[config.mk]
export PLATFORM = sky130hd
export DESIGN_NAME = crc16_response_deframer
export DESIGN_NICKNAME = d
export VERILOG_FILES = /design/src/rtl/crd_pkg.sv /design/src/rtl/crd_ctrl.sv /design/src/rtl/crd_datapath.sv /design/src/rtl/crc16_response_deframer.sv
export SDC_FILE = /design/constraint.sdc
export NUM_CORES = 1
export LEC_CHECK = 0
export BUFFER_PORTS_ARGS = -buffer_cell sky130_fd_sc_hd__buf_2
export CAP_MARGIN = 30
export CELL_PAD_IN_SITES_DETAIL_PLACEMENT = 0
export CELL_PAD_IN_SITES_GLOBAL_PLACEMENT = 2
export CORE_MARGIN = 2
export CORE_UTILIZATION = 35
export CTS_CLUSTER_SIZE = 25
export DETAILED_ROUTE_END_ITERATION = 10
export GPL_TIMING_DRIVEN = 0
export PLACE_DENSITY = 0.66
export SETUP_SLACK_MARGIN = 0.15
export SYNTH_ARGS = -nofsm -noshare
export SYNTH_HDL_FRONTEND = slang
export SYNTH_SLANG_ARGS = --single-unit
[constraint.sdc]
create_clock -name clk -period 33.5 [get_ports clk]
set_input_delay 6.7 -clock clk [delete_from_list [all_inputs] [get_ports clk]]
set_output_delay 6.7 -clock clk [all_outputs]
set_load 0.02 [all_outputs]
[src/rtl/crd_pkg.sv]
// Shared types, constants and CRC function for the response deframer.
package crd_pkg;

	localparam int BYTE_W       = 8;
	localparam int POS_W        = 9;
	localparam int CRC_W        = 16;
	localparam int DECODE_BYTES = 8;
	localparam int HEAD_IDX_W   = $clog2(DECODE_BYTES);
	localparam int RESCAN_DEPTH = 4;
	localparam int RESCAN_IDX_W = $clog2(RESCAN_DEPTH);
	localparam int CFG_IDX_W    = 1;
	localparam int KIND_W       = 2;
	localparam int OUT_DATA_W   = 136;

	localparam logic [CFG_IDX_W-1:0] REG_RESPONSE_HEADER = 1'b0;
	localparam logic [CFG_IDX_W-1:0] REG_MAX_PAYLOAD_LEN = 1'b1;

	localparam logic [BYTE_W-1:0] HEADER_RESET  = 8'h3C;
	localparam logic [BYTE_W-1:0] MAX_LEN_RESET = 8'd60;

	localparam logic [CRC_W-1:0] CRC_INIT = 16'hFFFF;
	localparam logic [CRC_W-1:0] CRC_POLY = 16'hA001;

	localparam logic [BYTE_W-1:0] CMD_MEASURE_A  = 8'h2F;
	localparam logic [BYTE_W-1:0] CMD_MEASURE_LO = 8'h50;
	localparam logic [BYTE_W-1:0] CMD_MEASURE_HI = 8'h56;
	localparam logic [BYTE_W-1:0] CMD_STATUS_A   = 8'h40;
	localparam logic [BYTE_W-1:0] CMD_STATUS_B   = 8'h41;
	localparam logic [BYTE_W-1:0] LEN_MEASURE    = 8'd8;
	localparam logic [BYTE_W-1:0] LEN_STATUS     = 8'd5;

	localparam logic [KIND_W-1:0] KIND_RAW     = 2'd0;
	localparam logic [KIND_W-1:0] KIND_MEASURE = 2'd1;
	localparam logic [KIND_W-1:0] KIND_STATUS  = 2'd2;

	typedef struct packed {
		logic                    take;
		logic                    rescan;
		logic [RESCAN_IDX_W-1:0] idx;
	} ctrl_cmd_t;

	typedef struct packed {
		logic len_bad;
		logic at_crc_high;
		logic out_busy;
	} dp_status_t;

	function automatic logic [CRC_W-1:0] crc_feed(input logic [CRC_W-1:0] crc,
			input logic [BYTE_W-1:0] b);
		logic [CRC_W-1:0] c;
		c = crc ^ {{(CRC_W-BYTE_W){1'b0}}, b};
		for (int k = 0; k < BYTE_W; k++) begin
			c = c[0] ? ((c >> 1) ^ CRC_POLY) : (c >> 1);
		end
		return c;
	endfunction

endpackage

[src/rtl/crd_ctrl.sv]
// Controller: input handshake and rescan sequencer.
module crd_ctrl (
	input  logic                clk,
	input  logic                arst_n,
	input  logic                s_axis_tvalid,
	output logic                s_axis_tready,
	input  crd_pkg::dp_status_t status,
	output crd_pkg::ctrl_cmd_t  cmd
);
	import crd_pkg::*;

	localparam logic ST_IDLE   = 1'b0;
	localparam logic ST_RESCAN = 1'b1;

	logic                    state_q;
	logic [RESCAN_IDX_W-1:0] cnt_q;
	logic                    accept;

	assign s_axis_tready = (state_q == ST_IDLE) && !(status.at_crc_high && status.out_busy);
	assign accept        = s_axis_tvalid && s_axis_tready;

	assign cmd.take   = accept;
	assign cmd.rescan = (state_q == ST_RESCAN);
	assign cmd.idx    = cnt_q;

	always_ff @(posedge clk or negedge arst_n) begin
		if (!arst_n) begin
			state_q <= ST_IDLE;
			cnt_q   <= '0;
		end else begin
			case (state_q)
				ST_IDLE: begin
					if (accept && status.len_bad) begin
						state_q <= ST_RESCAN;
						cnt_q   <= '0;
					end
				end
				ST_RESCAN: begin
					cnt_q <= cnt_q + 1'b1;
					if (cnt_q == RESCAN_IDX_W'(RESCAN_DEPTH - 1)) begin
						state_q <= ST_IDLE;
					end
				end
				default: begin
					state_q <= ST_IDLE;
				end
			endcase
		end
	end

endmodule

[src/rtl/crd_datapath.sv]
// Datapath: frame fields, CRC, payload head, rescan buffer and output register.
module crd_datapath (
	input  logic                                  clk,
	input  logic                                  arst_n,
	input  logic                                  cfg_we,
	input  logic [crd_pkg::CFG_IDX_W-1:0]         cfg_index,
	input  logic [crd_pkg::BYTE_W-1:0]            cfg_wdata,
	input  logic [crd_pkg::BYTE_W-1:0]            in_byte,
	input  crd_pkg::ctrl_cmd_t                    cmd,
	output crd_pkg::dp_status_t                   status,
	output logic                                  out_valid,
	input  logic                                  out_ready,
	output logic [crd_pkg::KIND_W-1:0]            out_kind,
	output logic [crd_pkg::OUT_DATA_W-1:0]        out_data
);
	import crd_pkg::*;

	logic [BYTE_W-1:0] header_q;
	logic [BYTE_W-1:0] max_len_q;

	logic [POS_W-1:0]  pos_q;
	logic [CRC_W-1:0]  crc_q;
	logic [BYTE_W-1:0] seq_q;
	logic [BYTE_W-1:0] addr_q;
	logic [BYTE_W-1:0] command_q;
	logic [BYTE_W-1:0] len_q;
	logic [BYTE_W-1:0] crc_low_q;
	logic [BYTE_W-1:0] head_q  [DECODE_BYTES];
	logic [BYTE_W-1:0] rbuf_q  [RESCAN_DEPTH];

	logic              out_valid_q;
	logic [KIND_W-1:0] kind_q;
	logic [BYTE_W-1:0] seq_out_q;
	logic [BYTE_W-1:0] addr_out_q;
	logic [BYTE_W-1:0] cmd_out_q;
	logic [BYTE_W-1:0] len_out_q;
	logic [15:0]       round_q;
	logic signed [31:0] total_q;
	logic signed [15:0] speed_q;
	logic [39:0]       status_q;

	logic [BYTE_W-1:0] e_byte;
	logic              e_en;
	logic              early;
	logic [CRC_W-1:0]  crc_next;
	logic [POS_W-1:0]  pay_end;
	logic [POS_W-1:0]  pay_off;
	logic              at_len;
	logic              in_payload;
	logic              at_crc_low;
	logic              at_crc_high;
	logic              crc_ok;
	logic              emit;
	logic              is_measure;
	logic              is_status;

	assign early       = (pos_q < POS_W'(4));
	assign e_byte      = cmd.rescan ? rbuf_q[cmd.idx] : in_byte;
	assign e_en        = (cmd.take || cmd.rescan) && early;
	assign crc_next    = crc_feed(crc_q, e_byte);
	assign pay_end     = {1'b0, len_q} + POS_W'(5);
	assign pay_off     = pos_q - POS_W'(5);
	assign at_len      = (pos_q == POS_W'(4));
	assign in_payload  = !early && !at_len && (pos_q < pay_end);
	assign at_crc_low  = !early && !at_len && (pos_q == pay_end);
	assign at_crc_high = !early && !at_len && (pos_q == pay_end + POS_W'(1));
	assign crc_ok      = (crc_low_q == crc_q[7:0]) && (in_byte == crc_q[15:8]);
	assign emit        = cmd.take && at_crc_high && crc_ok;

	assign is_measure = ((command_q == CMD_MEASURE_A) ||
			(command_q inside {[CMD_MEASURE_LO:CMD_MEASURE_HI]})) && (len_q == LEN_MEASURE);
	assign is_status  = ((command_q == CMD_STATUS_A) || (command_q == CMD_STATUS_B)) &&
			(len_q == LEN_STATUS);

	assign status.len_bad     = at_len && (in_byte > max_len_q);
	assign status.at_crc_high = at_crc_high;
	assign status.out_busy    = out_valid_q && !out_ready;

	always_ff @(posedge clk or negedge arst_n) begin
		if (!arst_n) begin
			header_q  <= HEADER_RESET;
			max_len_q <= MAX_LEN_RESET;
		end else if (cfg_we) begin
			case (cfg_index)
				REG_RESPONSE_HEADER: header_q  <= cfg_wdata;
				REG_MAX_PAYLOAD_LEN: max_len_q <= cfg_wdata;
				default: ;
			endcase
		end
	end

	always_ff @(posedge clk or negedge arst_n) begin
		if (!arst_n) begin
			pos_q     <= '0;
			crc_q     <= CRC_INIT;
			seq_q     <= '0;
			addr_q    <= '0;
			command_q <= '0;
			len_q     <= '0;
			crc_low_q <= '0;
		end else if (e_en) begin
			case (pos_q[1:0])
				2'd0: begin
					if (e_byte == header_q) begin
						crc_q <= crc_feed(CRC_INIT, e_byte);
						pos_q <= POS_W'(1);
					end
				end
				2'd1: begin
					seq_q <= e_byte;
					crc_q <= crc_next;
					pos_q <= POS_W'(2);
				end
				2'd2: begin
					addr_q <= e_byte;
					crc_q  <= crc_next;
					pos_q  <= POS_W'(3);
				end
				default: begin
					command_q <= e_byte;
					crc_q     <= crc_next;
					pos_q     <= POS_W'(4);
				end
			endcase
		end else if (cmd.take) begin
			if (at_len) begin
				if (status.len_bad) begin
					pos_q <= '0;
					crc_q <= CRC_INIT;
				end else begin
					len_q <= in_byte;
					crc_q <= crc_next;
					pos_q <= POS_W'(5);
				end
			end else if (in_payload) begin
				crc_q <= crc_next;
				pos_q <= pos_q + POS_W'(1);
			end else if (at_crc_low) begin
				crc_low_q <= in_byte;
				pos_q     <= pos_q + POS_W'(1);
			end else begin
				pos_q <= '0;
				crc_q <= CRC_INIT;
			end
		end
	end

	always_ff @(posedge clk) begin
		if (cmd.take && at_len && status.len_bad) begin
			rbuf_q[0] <= seq_q;
			rbuf_q[1] <= addr_q;
			rbuf_q[2] <= command_q;
			rbuf_q[3] <= in_byte;
		end
		if (cmd.take && in_payload && (pay_off < POS_W'(DECODE_BYTES))) begin
			head_q[pay_off[HEAD_IDX_W-1:0]] <= in_byte;
		end
	end

	always_ff @(posedge clk or negedge arst_n) begin
		if (!arst_n) begin
			out_valid_q <= 1'b0;
		end else if (emit) begin
			out_valid_q <= 1'b1;
		end else if (out_ready) begin
			out_valid_q <= 1'b0;
		end
	end

	always_ff @(posedge clk) begin
		if (emit) begin
			seq_out_q  <= seq_q;
			addr_out_q <= addr_q;
			cmd_out_q  <= command_q;
			len_out_q  <= len_q;
			kind_q     <= KIND_RAW;
			round_q    <= '0;
			total_q    <= '0;
			speed_q    <= '0;
			status_q   <= '0;
			if (is_measure) begin
				kind_q  <= KIND_MEASURE;
				round_q <= {head_q[1], head_q[0]};
				total_q <= {head_q[5], head_q[4], head_q[3], head_q[2]};
				speed_q <= {head_q[7], head_q[6]};
			end else if (is_status) begin
				kind_q   <= KIND_STATUS;
				status_q <= {head_q[4], head_q[3], head_q[2], head_q[1], head_q[0]};
			end
		end
	end

	assign out_valid = out_valid_q;
	assign out_kind  = kind_q;
	assign out_data  = {status_q, speed_q, total_q, round_q,
			len_out_q, cmd_out_q, addr_out_q, seq_out_q};

endmodule

[src/rtl/crc16_response_deframer.sv]
// Top level of the CRC-16/MODBUS response deframer.
// Takes one received byte per cycle while s_axis_tready is high and hunts for
// the response header, then collects sequence, address, command, length,
// payload and a low-first CRC. A checked frame gives one output word; frame
// kind travels on tuser. A length byte above max_payload_len stalls the input
// while the rescan sequencer feeds the four buffered bytes back through the
// header hunt, one per cycle. The final CRC byte is held off only while the
// previous result still waits in the output register.
module crc16_response_deframer (
	input  logic                                clk,
	input  logic                                arst_n,
	input  logic                                cfg_we,
	input  logic [crd_pkg::CFG_IDX_W-1:0]       cfg_index,
	input  logic [crd_pkg::BYTE_W-1:0]          cfg_wdata,
	input  logic                                s_axis_tvalid,
	output logic                                s_axis_tready,
	input  logic [7:0]                          s_axis_tdata,  // [7:0] rx_byte
	output logic                                m_axis_tvalid,
	input  logic                                m_axis_tready,
	// [7:0] sequence_res, [15:8] responder address, [23:16] command,
	// [31:24] payload_len, [47:32] round_count, [79:48] multi-turn count,
	// [95:80] speed_tenth_rpm, [135:96] status_bytes
	output logic [crd_pkg::OUT_DATA_W-1:0]      m_axis_tdata,
	output logic [crd_pkg::KIND_W-1:0]          m_axis_tuser   // [1:0] frame_kind
);
	import crd_pkg::*;

	ctrl_cmd_t  cmd;
	dp_status_t status;

	crd_ctrl u_ctrl (
		.clk           (clk),
		.arst_n        (arst_n),
		.s_axis_tvalid (s_axis_tvalid),
		.s_axis_tready (s_axis_tready),
		.status        (status),
		.cmd           (cmd)
	);

	crd_datapath u_datapath (
		.clk       (clk),
		.arst_n    (arst_n),
		.cfg_we    (cfg_we),
		.cfg_index (cfg_index),
		.cfg_wdata (cfg_wdata),
		.in_byte   (s_axis_tdata),
		.cmd       (cmd),
		.status    (status),
		.out_valid (m_axis_tvalid),
		.out_ready (m_axis_tready),
		.out_kind  (m_axis_tuser),
		.out_data  (m_axis_tdata)
	);

endmodule

==> After elaboration in Yosys (flattened, before gate mapping) <==
Memory sizes are Yosys's and may differ from the RTL's. A register that Yosys moved wholly into a read port is not among the register bits.
Index checks and enable logic that the tools add are counted.
{ "totals": {"memories": 2, "output_inout_bits": 140, "register_bits": 207, "input_bits": 22, "wordCells": 166, "mem_bits_rw": 96} }
{ "memory_table": {"columns": ["memory", "words", "width", "read_ports", "rd_ports_with_merged_regs", "wr", "line_no", "text"], "rows": [
  ["u_datapath.head_q", 8, 8, 8, 3, 1, "crd_datapath.sv:28", "logic [BYTE_W-1:0] head_q [DECODE_BYTES];"],
  ["u_datapath.rbuf_q", 4, 8, 1, 0, 4, "crd_datapath.sv:29", "logic [BYTE_W-1:0] rbuf_q [RESCAN_DEPTH];"]
]} }
{ "classes": {"bitwise_logic": 26, "eq_ne": 17, "n_reduce_logical": 45, "muxes": 45, "add_sub_neg": 5, "magnitude_cmp": 6} }
{ "ops": {"columns": ["op", "count"], "rows": [
  ["2-to-1 mux 16 bit", 24],
  ["2-to-1 mux 9 bit", 6],
  ["inverter 2 -> 3 bit", 16],
  ["one-hot mux 9 bit (3 select lines)", 1],
  ["== test 8 bit", 3],
  ["logical AND 1 bit", 21],
  ["adder 9 x 1 -> 9 bit (second input constant)", 2],
  ["== test 9 bit", 2],
  ["== test 8 x 7 -> 1 bit (second input constant)", 2],
  ["inverter 8 -> 16 bit", 1],
  ["bitwise XOR 16 x 8 -> 16 bit", 1],
  ["AND reduction 2 bit", 6],
  ["adder 8 x 3 -> 9 bit (second input constant)", 1],
  ["== test 9 x 3 -> 1 bit (second input constant)", 1],
  ["< comparator 9 x 3 -> 1 bit (second input constant)", 1],
  ["< comparator 9 x 4 -> 1 bit (second input constant)", 1],
  ["< comparator 9 bit", 1],
  ["subtractor 9 x 3 -> 9 bit (second input constant)", 1],
  ["== test 8 x 3 -> 1 bit (second input constant)", 1],
  ["== test 8 x 4 -> 1 bit (second input constant)", 1],
  ["== test 8 x 6 -> 1 bit (second input constant)", 1],
  [">= comparator 8 x 7 -> 1 bit (second input constant)", 1],
  ["> comparator 8 bit", 1],
  ["less-or-equal comparator 8 x 7 -> 1 bit (second input constant)", 1],
  ["22 further kinds", 47]
]} }

==> Longest topological paths before layout <==
Gate-level depths: netlist (run 1).
An unclocked memory read counts as a cell.
{ "depth": {"ltp_word": 23, "ltp_mapped": 14, "mapped_depth_nobuf": 12} }

==> Modules after synthesis <==
Synthesis (run 1) repeated with hierarchy kept, for this count alone.
{ "unflattened": {"cells_unflattened": 908, "hier_area_um2": 13467.9} }
{ "by_module_without_submodules": {"columns": ["module", "seq_area_each_um2", "area_each_um2", "n_inst", "cells_each"], "rows": [
  ["crd_datapath", 9108.7, 13300.3, 1, 892],
  ["crd_ctrl", 75.1, 167.7, 1, 16]
]} }

==> Least setup slack after synthesis (run 1) <==
Ideal clock, no wire load.
{ "synth_timing": {"path_type": "input-to-reg", "startpoint": "in s_axis_tdata[7]", "endpoint": "reg u_datapath.out_valid_q (netlist: u_datapath.out_valid)", "stages": 5, "arrival_time_ns": 17.425, "path_buffers": 0, "setup_time_ns": 0.125, "required_time_ns": 33.375, "path_slack_ns": 15.950, "cell_sequence": "xor2_1 > nor4_1 > nand4_1 > nor3_1 > or2_2"} }
{ "synth_via": {"elab_chain_cells": 4, "word_cells_on_any_way": 5, "cone_classes": "1 x eq/ne; 1 x mux; 3 x reduce/logical"} }
{ "synth_lines": {"columns": ["item", "line_no", "text"], "rows": [
  ["from (decl)", "crc16_response_deframer.sv:17", "input logic [7:0] s_axis_tdata,"],
  ["== test 8 bit *", "crd_datapath.sv:67", "assign crc_ok = (crc_low_q == crc_q[7:0]) && (in_byte == crc_q[15:8]);"],
  ["logical AND 1 bit *", "crd_datapath.sv:67", null],
  ["logical AND 1 bit *", "crd_datapath.sv:68", "assign emit = cmd.take && at_crc_high && crc_ok;"],
  ["via u_datapath.emit", "crd_datapath.sv:53", "logic emit;"],
  ["2-to-1 mux 1 bit or nonzero test 2 bit (tied branches)", null, null],
  ["to (signal assigned)", "crd_datapath.sv:162", "out_valid_q <= 1'b0;"],
  ["to (signal assigned)", "crd_datapath.sv:164", "out_valid_q <= 1'b1;"],
  ["to (signal assigned)", "crd_datapath.sv:166", "out_valid_q <= 1'b0;"],
  ["to (decl)", "crd_datapath.sv:31", "logic out_valid_q;"]
]} }
Mark *: on every way through the listed nets, which the timed path passes. The rest lies on a longest branch.
A chain may end at the register's enable or synchronous reset.

==> Final worst setup path (run 1) <==
{ "layout_timing": {"startpoint": "in m_axis_tready", "endpoint": "out s_axis_tready"} }
{ "layout_via": {"elab_chain_cells": 5} }
{ "layout_lines": {"columns": ["item", "line_no", "text"], "rows": [
  ["from (decl)", "crc16_response_deframer.sv:19", "input logic m_axis_tready,"],
  ["zero test 1 bit", "crd_datapath.sv:77", "assign status.out_busy = out_valid_q && !out_ready;"],
  ["logical AND 1 bit", "crd_datapath.sv:77", null],
  ["logical AND 1 bit", "crd_ctrl.sv:19", "assign s_axis_tready = (state_q == ST_IDLE) && !(status.at_crc_high && status.out_busy);"],
  ["zero test 1 bit", "crd_ctrl.sv:19", null],
  ["logical AND 1 bit", "crd_ctrl.sv:19", null],
  ["to (decl)", "crc16_response_deframer.sv:16", "output logic s_axis_tready,"]
]} }
No other way between the ends.

==> flow_summary.ini, run 1 <==
[clocking]
clk-insertion-delay-late_ns = 0.54
clock_path_buffers = 3
cts_sinks = 319
cts.hold.buffers_added = 0
clock_tree_from_tritoncts = built
cts_bufs_inserted = 35
clock_tree.root_cell = sky130_fd_sc_hd__clkbuf_16
cts.clk_slew.worst_paths_ns = 0.06
post-cts-setup-buffer-count = 0
cts-resized-gates = 0
cts_max_level = 2

[yosys]
syn-mean-instance-area_um2 = 14.1
yosysTopAreaCell = sky130_fd_sc_hd__edfxtp_1
synth_top_family_by_area = simple AND/OR/NAND/NOR gates
synth_edf_count = 234
synth-seq-area-share = 0.658
synth_top_cells_by_count = sky130_fd_sc_hd__edfxtp_1 (234), sky130_fd_sc_hd__and2_1 (108), sky130_fd_sc_hd__dfrtp_1 (61), sky130_fd_sc_hd__a21oi_1 (56), sky130_fd_sc_hd__nor2_1 (45)
ys_top_cells_by_area = sky130_fd_sc_hd__edfxtp_1 (50%), sky130_fd_sc_hd__dfrtp_1 (11%), sky130_fd_sc_hd__and2_1 (4.8%)
yosys-mux-area-fraction = 0.0433
synth_compound_gate_area_share = 0.0694
number_of_distinct_standard_cells_referenced_by_the_synthesized_netlist = 77
postSynthRegisterBits = 319
synth_fa_ha_area_frac = 0.0233
yosysWarnings = 0
postSynthNetCount = 1039
synthesis.instances = 991
prevailing_post_synth_register_cell = sky130_fd_sc_hd__edfxtp_1
post-synth-top-count-cell = sky130_fd_sc_hd__edfxtp_1
synth.top_cell.area_share = 0.503
netlist_area_mm2 = 0.0140
synth-xor-area-share = 0.0622
async_reset_ff_frac = 0.266
post_synth_and_or_nand_nor_area_fraction = 0.123

[layout]
fin_cells = 1758
finalNetCount = 1255
postLayoutCoreUtil = 0.424
regArea_mm2 = 0.00918
multi_input_comb_area_mm2 = 0.00449
filler_cell_count = 3671
insertedDiodeCount = 0
layout-area-overhead-vs-synth_pct = 20.1
final_layout_size_suffix_gt1_frac = 0.276

[min_path]
min_delay_path_depth = 0
min_path_type = flip-flop to flip-flop
min_to = u_datapath.rbuf_q[1][6]$_DFFE_PP_
hold_path_startpoint = u_datapath.addr_q[6]$_DFFE_PN0P_

[sta]
slew_headroom = 0.364
finalCritPeriodShare = 0.436
worst_slack_ns = 18.89
final-hold-violation-count = 0
drv_slew = 0
finalSetupTns_ns = 0
period_needed_ns = 14.61
rsz0062_at_grt = no
timing_worst_slew_pin_value_ns = 0.945
fmax_mhz = 68.5
timing.final.setup_violations = 0
hold_slack_final_ns = 0.478
finalClockSkew_ns = 0.0177

[setup_path]
worst-endpoint-arrival_ns = 7.91
r2r_end = u_datapath.status_q[0]$_SDFFCE_PP0P_
crit_required_ns = 26.80
worst_r2r_path_depth = 14
worstReg2RegStart = u_datapath.len_q[0]$_DFFE_PN0P_
critPathMaxFanout = 10
setup.worst_path.end_class = output pin
worstSetupStartpointType = input pin
regToRegSetupSlack_ns = 29.01
path_class = input pin to output pin

[power]
ir_drop_mv = 0.0426
power_frac_clock = 0.304
power_density_mw_per_mm2 = 73.5
power_report.internal_total_uw = 837
static-leakage-power_uw = 0.00686
comb_power_share = 0.274
switchingPower_uw = 396
seq_power_share = 0.422
switching_share = 0.321

[die]
core.rowCount = 73
design.die.area_mm2 = 0.0415
num_io_pins = 162
core_mm2 = 0.0395
initial_utilization = 0.353
chipWidth_um = 204
floorplan.die.height_um = 204

[drt]
antenna_nets_post_route = 0
first_iter_violations = 477
vias_post_dr = 8377
totalWireLength_mm = 34.6
wire_per_inst_um = 19.7
detail_route.first_pass.iterations = 4
drt-vias-per-instance = 4.77
drc_violations = 0

[grt]
grt_first_pass_wirelength_mm = 52.7
grt_start_max_net_pins = 62
grt-ovfl-total = 0
groute.usage.overall = 0.170
first_global_vias = 8498
antenna_found_initial = 0

[placement]
place_inst = 1695
place_hpwl_mm = 24.6
number_of_i_o_port_buffers = 161
post-place-ws_ns = 18.85
gp_weighted_congestion = 0.776

[run]
maxCapViolations = 0

[status]
status = finished, final reports clean
-- registers in the layout, summed over array words and instances, names as in the netlist, 9 cells and up --
register / count
u_datapath.pos_q: 9
u_datapath.rbuf_q: 32
u_datapath.head_q: 64
u_datapath.total_q: 32
u_datapath.crc_q: 16
u_datapath.speed_q: 16
u_datapath.round_q: 16
u_datapath.status_q: 40
-- cell usage in the layout, fill, tap and decap left out, types with 4 or more instances in the layout --
cell	count
sky130_fd_sc_hd__a211o_1	6
sky130_fd_sc_hd__a21oi_1	56
sky130_fd_sc_hd__a31o_2	4
sky130_fd_sc_hd__and2_1	108
sky130_fd_sc_hd__and3_1	4
sky130_fd_sc_hd__buf_2	170
sky130_fd_sc_hd__buf_4	9
sky130_fd_sc_hd__buf_6	13
sky130_fd_sc_hd__clkbuf_1	28
sky130_fd_sc_hd__clkbuf_16	36
sky130_fd_sc_hd__clkinv_1	7
sky130_fd_sc_hd__clkinv_2	6
sky130_fd_sc_hd__dfrtp_1	61
sky130_fd_sc_hd__dfstp_2	24
sky130_fd_sc_hd__edfxtp_1	234
sky130_fd_sc_hd__ha_1	26
sky130_fd_sc_hd__inv_1	28
sky130_fd_sc_hd__mux2_1	6
sky130_fd_sc_hd__mux2_2	29
sky130_fd_sc_hd__mux2i_1	21
sky130_fd_sc_hd__nand2_1	35
sky130_fd_sc_hd__nand2b_1	12
sky130_fd_sc_hd__nand3_1	17
sky130_fd_sc_hd__nand3b_1	6
sky130_fd_sc_hd__nand4_1	10
sky130_fd_sc_hd__nor2_1	45
sky130_fd_sc_hd__nor2b_1	5
sky130_fd_sc_hd__nor3_1	13
sky130_fd_sc_hd__nor4_1	4
sky130_fd_sc_hd__o211ai_1	5
sky130_fd_sc_hd__o21ai_0	28
sky130_fd_sc_hd__o221a_2	7
sky130_fd_sc_hd__or3_1	4
sky130_fd_sc_hd__or4_1	4
sky130_fd_sc_hd__xnor2_1	39
sky130_fd_sc_hd__xnor3_1	4
sky130_fd_sc_hd__xor2_1	43
-- worst max path at each step --
| stage | start | to | slack [ns] | cells after the start |
|---|---|---|---|---|
| 2_1_floorplan | s_axis_tdata[7] | u_datapath.out_valid$_DFFE_PN0P_ | 15.95 | 5 |
| 3_3_place_gp | s_axis_tdata[7] | u_datapath.out_valid$_DFFE_PN0P_ | 10.78 | 6 |
| 3_5_place_dp | m_axis_tready | s_axis_tready | 18.85 | 6 |
| 4_1_cts | m_axis_tready | s_axis_tready | 18.84 | 6 |
| 5_1_grt | m_axis_tready | s_axis_tready | 18.80 | 6 |
| 6_report | m_axis_tready | s_axis_tready | 18.89 | 6 |
-- layout make-up --
class / instances / share of cell area
Buffer: 39 / 0.0116
Clock inverter: 20 / 0.00985
Tap cell: 525 / 0.0392
Clock buffer: 43 / 0.0571
Sequential cell: 319 / 0.548
Inverter: 28 / 0.00627
Timing Repair Buffer: 179 / 0.0605
Multi-Input combinational cell: 605 / 0.268
-- worst max-delay path, stage by stage --
cell and delay (ns):
sky130_fd_sc_hd__buf_2 0.10, sky130_fd_sc_hd__nor2b_1 0.34, sky130_fd_sc_hd__o211a_1 0.32, sky130_fd_sc_hd__buf_6 0.18, sky130_fd_sc_hd__nor2_1 0.07, sky130_fd_sc_hd__buf_2 0.19
-- power by group through the flow --
| stage | logic [uW] | clock network, uW | registers (uW) |
|---|---|---|---|
| floorplan | 262 | 0 | 507 |
| global placement | 338 | 0 | 528 |
| detailed placement | 340 | 0 | 528 |
| CTS | 342 | 386 | 521 |
| global route | 377 | 400 | 526 |
| finish | 338 | 374 | 520 |
-- metrics by stage --
stage / area, um^2 / power (uW)
after floorplan: 14000 / 769
after global placement: 15400 / 866
after detailed placement: 15600 / 868
after CTS: 16800 / 1250
after global routing: 16800 / 1300
final: 16800 / 1230
-- metal layers --
| layer | share of wire | global-route usage |
|---|---|---|
| met1 | 0.47 | 0.233 |
| met2 | 0.47 | 0.275 |
| met3 | 0.050 | 0.0371 |
| met4 | 0.017 | 0.0420 |
| met5 | 0 | 0 |
-- cells by family after synthesis --
family | after synthesis
AOI/OAI and AO/OA | 139
xor gates and xnor gates | 89
buffers and inverters | 67
muxes | 56
DFF | 319
and+or+nand+nor | 295
adders and majority gates | 26
Power figures use the tool's default switching activity.
==> run 2: changes to the inputs <==
Settings changed: PLACE_DENSITY 0.66 to 0.69.
Clock period 33.5 ns to 12.5 ns, I/O delays scaled along.
==> run 2 against run 1 <==
First-iteration DRC count rose by 0.84%; die area unchanged; final cell count is 0.23% lower; setup slack got worse by 13 ns; sequential power rose to 2.7 times the previous value; sequential share of layout area down 0.18 points; hold slack worse by 0.0021 ns; critical path depth unchanged; clock power grew to 2.6 times the previous value; combinational power grew to 2.7 times the previous value.
==> flow_summary.ini, run 2 (synthesis results as in run 1) <==
[min_path]
min_to = u_datapath.crc_q[4]$_DFFE_PN1P_
min_path_type = flip-flop to flip-flop
hold_path_startpoint = u_datapath.crc_q[12]$_DFFE_PN1P_
min_delay_path_depth = 2

[sta]
timing_worst_slew_pin_value_ns = 0.961
rsz0062_at_grt = no
finalSetupTns_ns = 0
finalCritPeriodShare = 0.500
timing.final.setup_violations = 0
period_needed_ns = 6.25
final-hold-violation-count = 0
drv_slew = 0
fmax_mhz = 160
slew_headroom = 0.354
finalClockSkew_ns = 0.0141

[placement]
number_of_i_o_port_buffers = 161
place_inst = 1690
place_hpwl_mm = 24.5
gp_weighted_congestion = 0.779

[clocking]
cts.clk_slew.worst_paths_ns = 0.05
post-cts-setup-buffer-count = 0
clock_tree.root_cell = sky130_fd_sc_hd__clkbuf_16
clk-insertion-delay-late_ns = 0.54
cts_bufs_inserted = 35
cts_max_level = 2
cts-resized-gates = 0
clock_path_buffers = 3
clock_tree_from_tritoncts = built
cts_sinks = 319
cts.hold.buffers_added = 0

[setup_path]
crit_required_ns = 10.00
regToRegSetupSlack_ns = 8.10
worst-endpoint-arrival_ns = 3.75
worstReg2RegStart = u_datapath.len_q[0]$_DFFE_PN0P_
crit_path_start = m_axis_tready
worst_r2r_path_depth = 14
r2r_end = u_datapath.total_q[19]$_SDFFCE_PN0P_
worstSetupStartpointType = input pin
path_class = input pin to output pin
critPathMaxFanout = 10
setup.worst_path.end_class = output pin

[layout]
insertedDiodeCount = 0
final_common_cell = sky130_fd_sc_hd__edfxtp_1
largest_register_ffs = 64
fin_cells = 1754
finalNetCount = 1250
final_layout_size_suffix_gt1_frac = 0.269
layout-area-overhead-vs-synth_pct = 20.5
final_cell_mix = sky130_fd_sc_hd__edfxtp_1 (234), sky130_fd_sc_hd__buf_2 (171), sky130_fd_sc_hd__and2_1 (108)

[drt]
totalWireLength_mm = 34.4
drc_violations = 0
detail_route.first_pass.iterations = 6
drt-vias-per-instance = 4.75
wire_per_inst_um = 19.6
first_iter_violations = 481
antenna_nets_post_route = 0
vias_post_dr = 8331

[grt]
grt_use_met3 = 0.0275
antenna_found_initial = 1
grt-ovfl-total = 0
grt_first_pass_wirelength_mm = 52.1
grt_util_met1 = 0.236
global_route.peak_usage_layer = met2
groute.layer.met2.usage = 0.272
groute.usage.overall = 0.168
grt_start_max_net_pins = 64
first_global_vias = 8407

[power]
power_density_mw_per_mm2 = 195
ir_drop_mv = 0.120
comb_power_share = 0.275
static-leakage-power_uw = 0.00687
power_report.internal_total_uw = 2230
seq_power_share = 0.425
power_frac_clock = 0.300
switchingPower_uw = 1050
switching_share = 0.321

[status]
status = finished, final reports clean

[die]
core_mm2 = 0.0395
initial_utilization = 0.353
floorplan.die.height_um = 204
chipWidth_um = 204
core.rowCount = 73
design.die.area_mm2 = 0.0415
num_io_pins = 162

[run]
maxCapViolations = 0
-- run 2: cell types whose count changed in the layout (fill, tap and decap cells not counted), sizes merged --
cell,previous run,this run
clkbuf,67,77
clkinvlp,2,1
buf,194,189
bufinv,2,1
clkinv,15,8
-- run 2: metrics by stage --
stage / setup WS, ns / utilization / area (um^2) / hold slack [ns] / power [uW]
after detailed placement: 6.20 / 0.397 / 15700 / 0.470 / 2330
after floorplan: 3.52 / - / 14000 / 0.443 / 2060
final: 6.25 / 0.425 / 16800 / 0.476 / 3280
after global routing: 5.97 / 0.425 / 16800 / 0.491 / 3470
after CTS: 6.15 / 0.425 / 16800 / 0.480 / 3320
after global placement: 0.366 / 0.390 / 15400 / 0.466 / 2310
-- run 2: layout make-up --
class | instances | area, um^2
clock inverter | 11 | 120
inverter | 28 | 105
buffer | 39 | 195
tap | 525 | 657
timing repair buffer | 174 | 1080
fill | 3673 | 22700
multi-input combinational | 605 | 4490
clock buffer | 53 | 983
sequential | 319 | 9180
-- run 2: worst max-delay path, cell delays in order --
cell and delay (ns):
sky130_fd_sc_hd__buf_2 0.09, sky130_fd_sc_hd__nor2b_1 0.38, sky130_fd_sc_hd__o211a_1 0.32, sky130_fd_sc_hd__buf_6 0.18, sky130_fd_sc_hd__nor2_1 0.08, sky130_fd_sc_hd__buf_2 0.19
-- run 2: power by group through the flow --
stage          clock [uW]  combinational [uW]  sequential, uW
2_1_floorplan           0                 703            1360
3_3_place_gp            0                 898            1410
3_5_place_dp            0                 911            1420
4_1_cts              1010                 916            1400
5_1_grt              1050                1010            1410
6_report              984                 903            1390
-- run 2: worst max-delay path by stage --
stage	endpoint	slack [ns]	depth (start not counted)
final	s_axis_tready	6.25	6
after global routing	s_axis_tready	5.97	12
after CTS	s_axis_tready	6.15	12
after detailed placement	s_axis_tready	6.20	6
after global placement	u_datapath.out_valid$_DFFE_PN0P_	0.37	6
after floorplan	u_datapath.out_valid$_DFFE_PN0P_	3.52	5
-- run 2: metal layers --
layer	share of wire	vias to the layer above
met3	0.048	36
li1	-	4025
met5	0	-
met4	0.015	0
met1	0.47	4065
met2	0.47	205
